===== src/hw/rtl/dsu_pkg.sv =====
// package: shared constants, sequencer states and result type for the union-find core
package dsu_pkg;

    localparam int NODES_DEF  = 1024;
    localparam int NODE_W     = 10;
    localparam int WEIGHT_W   = 31;
    localparam int LMW_W      = 32;
    localparam int RANK_W     = 4;
    localparam int NODE_CMP_W = 17;
    localparam int S_DATA_W   = 56;
    localparam int M_DATA_W   = 48;

    localparam logic [RANK_W-1:0] RANK_MAX = '1;

    typedef enum logic [2:0] {
        ST_CLEAR,
        ST_IDLE,
        ST_WALK_A,
        ST_WALK_B,
        ST_DECIDE,
        ST_BUMP,
        ST_DONE
    } dsu_state_t;

    typedef struct packed {
        logic [LMW_W-1:0]  last_merge_weight;
        logic [NODE_W-1:0] set_root;
        logic              merged;
    } dsu_result_t;

endpackage


===== src/hw/rtl/dsu_ctrl.sv =====
// sequencer: clear sweep, root walks over the shared compare unit, link and rank update
module dsu_ctrl #(
    parameter int NODES = dsu_pkg::NODES_DEF,
    parameter int IDX_W = $clog2(dsu_pkg::NODES_DEF),
    parameter int DW    = dsu_pkg::RANK_W + $clog2(dsu_pkg::NODES_DEF)
) (
    input  logic                          aclk,
    input  logic                          aresetn,
    input  logic                          req_valid,
    output logic                          req_ready,
    input  logic [dsu_pkg::NODE_W-1:0]    node_a,
    input  logic [dsu_pkg::NODE_W-1:0]    node_b,
    input  logic [dsu_pkg::WEIGHT_W-1:0]  edge_weight,
    output logic                          mem_we,
    output logic [IDX_W-1:0]              mem_waddr,
    output logic [DW-1:0]                 mem_wdata,
    output logic [IDX_W-1:0]              mem_raddr,
    input  logic [DW-1:0]                 mem_rdata,
    output logic                          done_valid,
    input  logic                          slot_free,
    output dsu_pkg::dsu_result_t          result
);

    localparam logic [dsu_pkg::NODE_CMP_W-1:0] NODES_L = dsu_pkg::NODE_CMP_W'(NODES);
    localparam logic [IDX_W-1:0] LAST_IDX = IDX_W'(NODES - 1);

    dsu_pkg::dsu_state_t state_reg, state_next;

    logic [IDX_W-1:0]             clr_cnt_reg, clr_cnt_next;
    logic [IDX_W-1:0]             cur_reg, cur_next;
    logic [IDX_W-1:0]             b_idx_reg, b_idx_next;
    logic [IDX_W-1:0]             root_a_reg, root_a_next;
    logic [IDX_W-1:0]             root_b_reg, root_b_next;
    logic [dsu_pkg::RANK_W-1:0]   rank_a_reg, rank_a_next;
    logic [dsu_pkg::RANK_W-1:0]   rank_b_reg, rank_b_next;
    logic [dsu_pkg::WEIGHT_W-1:0] w_reg, w_next;
    logic [dsu_pkg::LMW_W-1:0]    latest_reg, latest_next;
    logic                         merged_reg, merged_next;
    logic [IDX_W-1:0]             root_reg, root_next;

    logic                         accept;
    logic                         in_range;
    logic [IDX_W-1:0]             a_idx;
    logic [IDX_W-1:0]             rd_parent;
    logic [dsu_pkg::RANK_W-1:0]   rd_rank;
    logic [IDX_W-1:0]             cmp_lhs;
    logic [IDX_W-1:0]             cmp_rhs;
    logic                         cmp_eq;
    logic                         a_wins;
    logic                         bump;

    assign req_ready = (state_reg == dsu_pkg::ST_IDLE);
    assign accept    = req_valid && req_ready;
    assign in_range  = (dsu_pkg::NODE_CMP_W'(node_a) < NODES_L)
                    && (dsu_pkg::NODE_CMP_W'(node_b) < NODES_L);
    assign a_idx     = IDX_W'(node_a);
    assign rd_parent = mem_rdata[IDX_W-1:0];
    assign rd_rank   = mem_rdata[DW-1:IDX_W];

    // shared equality unit
    assign cmp_lhs = (state_reg == dsu_pkg::ST_DECIDE) ? root_a_reg : rd_parent;
    assign cmp_rhs = (state_reg == dsu_pkg::ST_DECIDE) ? root_b_reg : cur_reg;
    assign cmp_eq  = (cmp_lhs == cmp_rhs);

    assign a_wins = (rank_a_reg > rank_b_reg);
    assign bump   = (rank_a_reg == rank_b_reg) && (rank_b_reg != dsu_pkg::RANK_MAX);

    always_ff @(posedge aclk) begin
        if (!aresetn) begin
            state_reg   <= dsu_pkg::ST_CLEAR;
            clr_cnt_reg <= '0;
            latest_reg  <= '1;
        end else begin
            state_reg   <= state_next;
            clr_cnt_reg <= clr_cnt_next;
            latest_reg  <= latest_next;
        end
    end

    always_ff @(posedge aclk) begin
        cur_reg    <= cur_next;
        b_idx_reg  <= b_idx_next;
        root_a_reg <= root_a_next;
        root_b_reg <= root_b_next;
        rank_a_reg <= rank_a_next;
        rank_b_reg <= rank_b_next;
        w_reg      <= w_next;
        merged_reg <= merged_next;
        root_reg   <= root_next;
    end

    always_comb begin
        state_next = state_reg;
        unique case (state_reg)
            dsu_pkg::ST_CLEAR: begin
                if (clr_cnt_reg == LAST_IDX) begin
                    state_next = dsu_pkg::ST_IDLE;
                end
            end
            dsu_pkg::ST_IDLE: begin
                if (accept) begin
                    state_next = in_range ? dsu_pkg::ST_WALK_A : dsu_pkg::ST_DONE;
                end
            end
            dsu_pkg::ST_WALK_A: begin
                if (cmp_eq) begin
                    state_next = dsu_pkg::ST_WALK_B;
                end
            end
            dsu_pkg::ST_WALK_B: begin
                if (cmp_eq) begin
                    state_next = dsu_pkg::ST_DECIDE;
                end
            end
            dsu_pkg::ST_DECIDE: begin
                if (!cmp_eq && !a_wins && bump) begin
                    state_next = dsu_pkg::ST_BUMP;
                end else begin
                    state_next = dsu_pkg::ST_DONE;
                end
            end
            dsu_pkg::ST_BUMP: begin
                state_next = dsu_pkg::ST_DONE;
            end
            dsu_pkg::ST_DONE: begin
                if (slot_free) begin
                    state_next = dsu_pkg::ST_IDLE;
                end
            end
            default: begin
                state_next = dsu_pkg::ST_CLEAR;
            end
        endcase
    end

    always_comb begin
        clr_cnt_next = clr_cnt_reg;
        cur_next     = cur_reg;
        b_idx_next   = b_idx_reg;
        root_a_next  = root_a_reg;
        root_b_next  = root_b_reg;
        rank_a_next  = rank_a_reg;
        rank_b_next  = rank_b_reg;
        w_next       = w_reg;
        latest_next  = latest_reg;
        merged_next  = merged_reg;
        root_next    = root_reg;
        mem_we       = 1'b0;
        mem_waddr    = clr_cnt_reg;
        mem_wdata    = {{dsu_pkg::RANK_W{1'b0}}, clr_cnt_reg};
        mem_raddr    = cur_reg;
        unique case (state_reg)
            dsu_pkg::ST_CLEAR: begin
                mem_we       = 1'b1;
                clr_cnt_next = clr_cnt_reg + IDX_W'(1);
            end
            dsu_pkg::ST_IDLE: begin
                mem_raddr = a_idx;
                if (accept) begin
                    cur_next    = a_idx;
                    b_idx_next  = IDX_W'(node_b);
                    w_next      = edge_weight;
                    merged_next = 1'b0;
                    root_next   = '0;
                end
            end
            dsu_pkg::ST_WALK_A: begin
                if (cmp_eq) begin
                    root_a_next = cur_reg;
                    rank_a_next = rd_rank;
                    mem_raddr   = b_idx_reg;
                    cur_next    = b_idx_reg;
                end else begin
                    mem_raddr = rd_parent;
                    cur_next  = rd_parent;
                end
            end
            dsu_pkg::ST_WALK_B: begin
                mem_raddr = rd_parent;
                if (cmp_eq) begin
                    root_b_next = cur_reg;
                    rank_b_next = rd_rank;
                end else begin
                    cur_next = rd_parent;
                end
            end
            dsu_pkg::ST_DECIDE: begin
                if (cmp_eq) begin
                    merged_next = 1'b0;
                    root_next   = root_a_reg;
                end else begin
                    merged_next = 1'b1;
                    latest_next = {1'b0, w_reg};
                    mem_we      = 1'b1;
                    if (a_wins) begin
                        mem_waddr = root_b_reg;
                        mem_wdata = {rank_b_reg, root_a_reg};
                        root_next = root_a_reg;
                    end else begin
                        mem_waddr = root_a_reg;
                        mem_wdata = {rank_a_reg, root_b_reg};
                        root_next = root_b_reg;
                    end
                end
            end
            dsu_pkg::ST_BUMP: begin
                mem_we    = 1'b1;
                mem_waddr = root_b_reg;
                mem_wdata = {rank_b_reg + dsu_pkg::RANK_W'(1), root_b_reg};
            end
            dsu_pkg::ST_DONE: begin
            end
            default: begin
            end
        endcase
    end

    assign done_valid               = (state_reg == dsu_pkg::ST_DONE);
    assign result.merged            = merged_reg;
    assign result.set_root          = dsu_pkg::NODE_W'(root_reg);
    assign result.last_merge_weight = latest_reg;

endmodule


===== config.mk =====
export PLATFORM = sky130hd
export DESIGN_NAME = dsu_ctrl
export DESIGN_NICKNAME = d
export VERILOG_FILES = /design/src/hw/rtl/dsu_pkg.sv /design/src/hw/rtl/dsu_ctrl.sv
export SDC_FILE = /design/constraint.sdc
export NUM_CORES = 1
export LEC_CHECK = 0
export ABC_CLOCK_PERIOD_IN_PS = 3800
export BUFFER_PORTS_ARGS = -buffer_cell sky130_fd_sc_hd__clkbuf_2
export CAP_MARGIN = 20
export CORE_MARGIN = 1
export CORE_UTILIZATION = 55
export CTS_BUF_LIST = sky130_fd_sc_hd__clkbuf_8
export CTS_CLUSTER_DIAMETER = 60
export DETAILED_ROUTE_END_ITERATION = 12
export PLACE_DENSITY = 0.89
export SYNTH_ARGS = -nofsm -noshare
export SYNTH_HDL_FRONTEND = slang
export SYNTH_SLANG_ARGS = --single-unit
export TNS_END_PERCENT = 100

===== constraint.sdc =====
create_clock -name aclk -period 3.8 [get_ports aclk]
set_clock_uncertainty 0.2 [all_clocks]
set_input_delay 0.76 -clock aclk [delete_from_list [all_inputs] [get_ports aclk]]
set_output_delay 0.76 -clock aclk [all_outputs]
set_load 0.02 [all_outputs]

### Word level (Yosys, flattened, before mapping)

Index checks and enable logic that the tools add are counted.

* register bits after elaboration: 135
* bits of input ports: 69
* output and inout port bits: 80
* logic and storage cells: 77

* $add $sub $neg: 2
* magnitude comparators: 1
* eq/ne operators: 16
* mux-type cells: 28
* bitwise operators: 1
* reductions and logical operators: 17

Operators by type and width (count)
* $mux W10: 10
* $pmux W10 S3: 2
* $pmux W10 S2: 2
* $mux W14: 2
* $pmux W14 S2: 1
* $pmux W3 S7: 1
* $mux W3: 5
* $add A10 B1 Y10 const B: 1
* $eq A10 B10 Y1: 1
* $eq A10 B10 Y1 const B: 1
* $reduce_and A2 Y1: 5
* $eq A3 B3 Y1 const B: 3
* $ne A2 B2 Y1 const B: 4
* $eq A3 B2 Y1 const B: 2
* $reduce_and A5 Y1: 1
* $add A4 B1 Y4 const B: 1
* $eq A4 B4 Y1: 1
* $gt A4 B4 Y1: 1
* $logic_and A1 B1 Y1: 4
* $ne A2 B1 Y1 const B: 2
* $ne A4 B4 Y1 const B: 1
* $pmux W1 S2: 2
* $eq A3 B1 Y1 const B: 1
* $logic_not A3 Y1: 1
* 8 further kinds: 10

### Depth between registers and ports, before layout

* depth in word-level cells: 8
* gate-level depth with buffers: 10
* depth with buffers taken out: 8

### Least setup slack after synthesis

No wires, ideal clock.

* kind: input port to flip-flop
* from: in mem_rdata[0]
* to: reg rank_a_reg[0] (netlist name), enable pin
* library setup time: 0.421 ns
* arrival: 2.773 ns
* data required time: 3.179 ns
* setup slack: 0.405 ns
* stages: 4
* buffers on the path: 0
* cell sequence: xnor2_1 > nand4_1 > mux2_4 > nor4_1

* word-level cells in the longest chain between the ends: 3

RTL lines
* from (decl): RTL line dsu_ctrl.sv:18 `input logic [DW-1:0] mem_rdata,`
* $mux W10: RTL line dsu_ctrl.sv:61 `assign cmp_lhs = (state_reg == dsu_pkg::ST_DECIDE) ? root_a_reg : rd_parent;`
* $eq A10 B10 Y1: RTL line dsu_ctrl.sv:63 `assign cmp_eq = (cmp_lhs == cmp_rhs);`
* $reduce_and A2 Y1 (no source line)
* to (signal assigned): RTL line dsu_ctrl.sv:85 `rank_a_reg <= rank_a_next;`
* to (decl): RTL line dsu_ctrl.sv:34 `logic [dsu_pkg::RANK_W-1:0] rank_a_reg, rank_a_next;`

Every way passes these cells.
A chain may end at the register's enable or synchronous reset.

### Worst setup path in the final report

* from: reg root_b_reg[0]
* to: out mem_raddr[1]

* word-level cells in the longest chain between the ends: 4

RTL lines
* from (decl): RTL line dsu_ctrl.sv:33 `logic [IDX_W-1:0] root_b_reg, root_b_next;`
* from (signal assigned): RTL line dsu_ctrl.sv:84 `root_b_reg <= root_b_next;`
* $mux W10: RTL line dsu_ctrl.sv:62 `assign cmp_rhs = (state_reg == dsu_pkg::ST_DECIDE) ? root_b_reg : cur_reg;`
* $eq A10 B10 Y1: RTL line dsu_ctrl.sv:63
* $mux W10: RTL line dsu_ctrl.sv:168 `if (cmp_eq) begin`
* $pmux W10 S3: RTL line dsu_ctrl.sv:152 `unique case (state_reg)`
* to (decl): RTL line dsu_ctrl.sv:17 `output logic [IDX_W-1:0] mem_raddr,`

Every way passes these cells.

==> flow_summary.json <==
{
  "avgSynthCellArea_um2": 11.2,
  "p_leak_nw": 3.14,
  "whs_endpoint": "latest_reg[5]$_SDFFE_PN1P_",
  "largest_reg_flops": 32,
  "yosysMostFrequentCell": "nand2_1",
  "grt_util_all_layers_pct": 26.0,
  "core_area_um2": 10500,
  "port_buffers": 148,
  "insertion_delay_ns": 0.44,
  "die_y_um": 107,
  "overflow": 0,
  "ys_types": 49,
  "tritoncts": "built",
  "reg2reg_from": "root_a_reg[6]$_DFFE_PP_",
  "slew_headroom_pct": 33.9,
  "status": "finished clean",
  "clockBufferDepth": 2,
  "routabilityCongestion": 0.861,
  "setup.worst_path.class": "reg -> out",
  "synth_flop_cell": "edfxtp_1",
  "synth_edf_count": 90,
  "ff2ff_path_depth": 8,
  "rows": 37,
  "synth.cells.most_frequent": "nand2_1, edfxtp_1, dfxtp_1",
  "final_util_pct": 71.6,
  "start_util_pct": 57.7,
  "cpPeakStageDelay_ns": 0.49,
  "hp-class": "reg -> reg",
  "path_cells": "xnor2_1, nand4_1, mux2_4, nor3_4, buf_6, mux2i_2, o221ai_1, clkbuf_2",
  "ys_seq_area_share_pct": 59.4,
  "timing.final.hold_violations": 0,
  "fmax_mhz": 270,
  "viasPerCell": 5.83,
  "setup_viol": 0,
  "arrival_ns": 2.74,
  "cp_max_fo": 7,
  "wl_um": 15100,
  "numCtsBuffers": 17,
  "grt_pass1_wl_um": 22600,
  "synth_area_leader_cell": "edfxtp_1",
  "area_growth_pct": 24.0,
  "rrSetupSlack_ns": 1.21,
  "grt_max_degree": 46,
  "crit_start": "root_b_reg[0]$_DFFE_PP_",
  "synth_top_area_share_pct": 44.5,
  "syn_inst": 544,
  "required_ns": 2.84,
  "dp_hpwl_um": 10300,
  "syn_nets": 619,
  "ioPinCount": 149,
  "layout-drive-gt1-share_pct": 31.4,
  "cts_root_buf": "clkbuf_8",
  "max_slew.worst_pin.slew_ns": 0.991,
  "ys_ff_latch": 135,
  "fin_nets": 778,
  "h-tree-depth": 4,
  "startpoint_type": "register",
  "grt_setup_unrepaired": "yes",
  "cp-end-kind": "primary output",
  "num_vias": 4967,
  "timing.rr.end": "latest_reg[20]$_SDFFE_PN1P_",
  "die_area_um2": 11500,
  "yosys-top-cells-area": "edfxtp_1, dfxtp_1, nand2_1",
  "clk_pin_slew_ns": 0.08,
  "async_flop_share_pct": 0,
  "hold_path_depth": 2,
  "ant_nets": 0,
  "cts.sinks": 135,
  "drtIter0Drc": 323,
  "synthesis.area_um2": 6070,
  "slowest_stage": "edfxtp_1",
  "drv_slew": 0,
  "drc_errors": 0,
  "die_w_um": 107,
  "min_from": "w_reg[5]$_DFFE_PP_",
  "period_share_pct": 97.3,
  "yosys_warnings": 0,
  "period_needed_ns": 3.70,
  "peakVddDrop_mv": 0.277,
  "fin_tns_setup_ns": 0,
  "antenna_cells": 0,
  "p_per_area_nw_per_um2": 377,
  "firstDrtPassIters": 5,
  "antenna_found_initial": 0,
  "cap_viol_max_count": 0,
  "wl_per_cell_um": 17.8,
  "grt_pass1_vias": 4614
}
## cell families (layout without fill, tap and decap cells)
kind of cell               after synthesis  count (layout)  share of synthesized area [%]
adders and majority gates                6               6                           1.24
buffers and inverters                   47             219                           3.40
muxes                                   35              35                           5.88
xor gates and xnor gates                29              29                           4.19
and+or+nand+nor                        211             211                           15.5
DFF                                    135             135                           59.4
AOI/OAI and AO/OA                       81              81                           10.4
## cell type report
cell class | instances | area (um^2)
Sequential cell | 135 | 3600
Fill cell | 719 | 2990
Multi-Input combinational cell | 362 | 2320
Timing Repair Buffer | 177 | 996
Clock buffer | 18 | 248
Tap cell | 136 | 170
Clock inverter | 14 | 146
Inverter | 10 | 37.5
## what timing repair did
action | in CTS | in global routing
setup buffers | 2 | 10
resized for setup | 2 | 12
hold buffers | 0 | 0
pin swaps | 0 | 1
endpoints found under the setup margin | 6 | 30
gates cloned | 0 | 1
## cell usage in the layout, fill, tap and decap left out, drive strengths merged, types with 10 or more instances in the layout
cell    synthesis  final
nand2          99     99
xor2           10     10
a22oi          11     11
nand3          39     39
dfxtp          45     45
o21ai          16     16
xnor2          19     19
mux2i          33     33
o221ai         11     11
a221o          20     20
buf            17     28
clkbuf         20    167
inv             9     16
nor2           41     41
edfxtp         90     90
## layer usage
| metal | wire (um) | global-route usage [%] | share of wire (%) |
|---|---|---|---|
| met1 | 6030 | 32.8 | 40 |
| met2 | 7560 | 43.0 | 50 |
| met3 | 1190 | 5.59 | 7.9 |
| met4 | 356 | 11.5 | 2.4 |
| met5 | 0 | 0 | 0 |
## worst max-delay path, delay by kind of cell (launching register included)
family	cells	cell delay (ns)
and+or+nand+nor	2	0.40
xor gates and xnor gates	1	0.24
buffers and inverters	2	0.40
AOI/OAI and AO/OA	1	0.15
DFF	1	0.49
muxes	2	0.62
## report_power, final
part | switching, W | internal (W) | total [W]
logic | 0.0000461 | 0.0000457 | 0.0000918
clock network | 0.000577 | 0.000606 | 0.00118
registers | 0.00000566 | 0.00156 | 0.00156
total | 0.000629 | 0.00221 | 0.00284
## worst max-delay path by stage
stage	to	slack, ns
floorplan	rank_a_reg[0]$_DFFE_PP_	0.41
global placement	mem_raddr[0]	0.40
detailed placement	mem_raddr[1]	0.28
CTS	mem_raddr[1]	0.001
global route	mem_raddr[9]	-0.01
finish	mem_raddr[1]	0.10
## per-stage QoR
stage          power (W)  setup WS [ns]  area (um^2)  instances  hold slack [ns]
4_1_cts          0.00285        0.00113         7370        841            0.255
6_report         0.00284          0.103         7520        852            0.252
3_3_place_gp     0.00168          0.401         6950        807            0.230
3_5_place_dp     0.00169          0.278         6950        807            0.243
5_1_grt          0.00292        -0.0136         7520        852            0.256
2_1_floorplan    0.00163          0.405         6070        544            0.233
No activity file was read; power rests on OpenSTA's default activity.
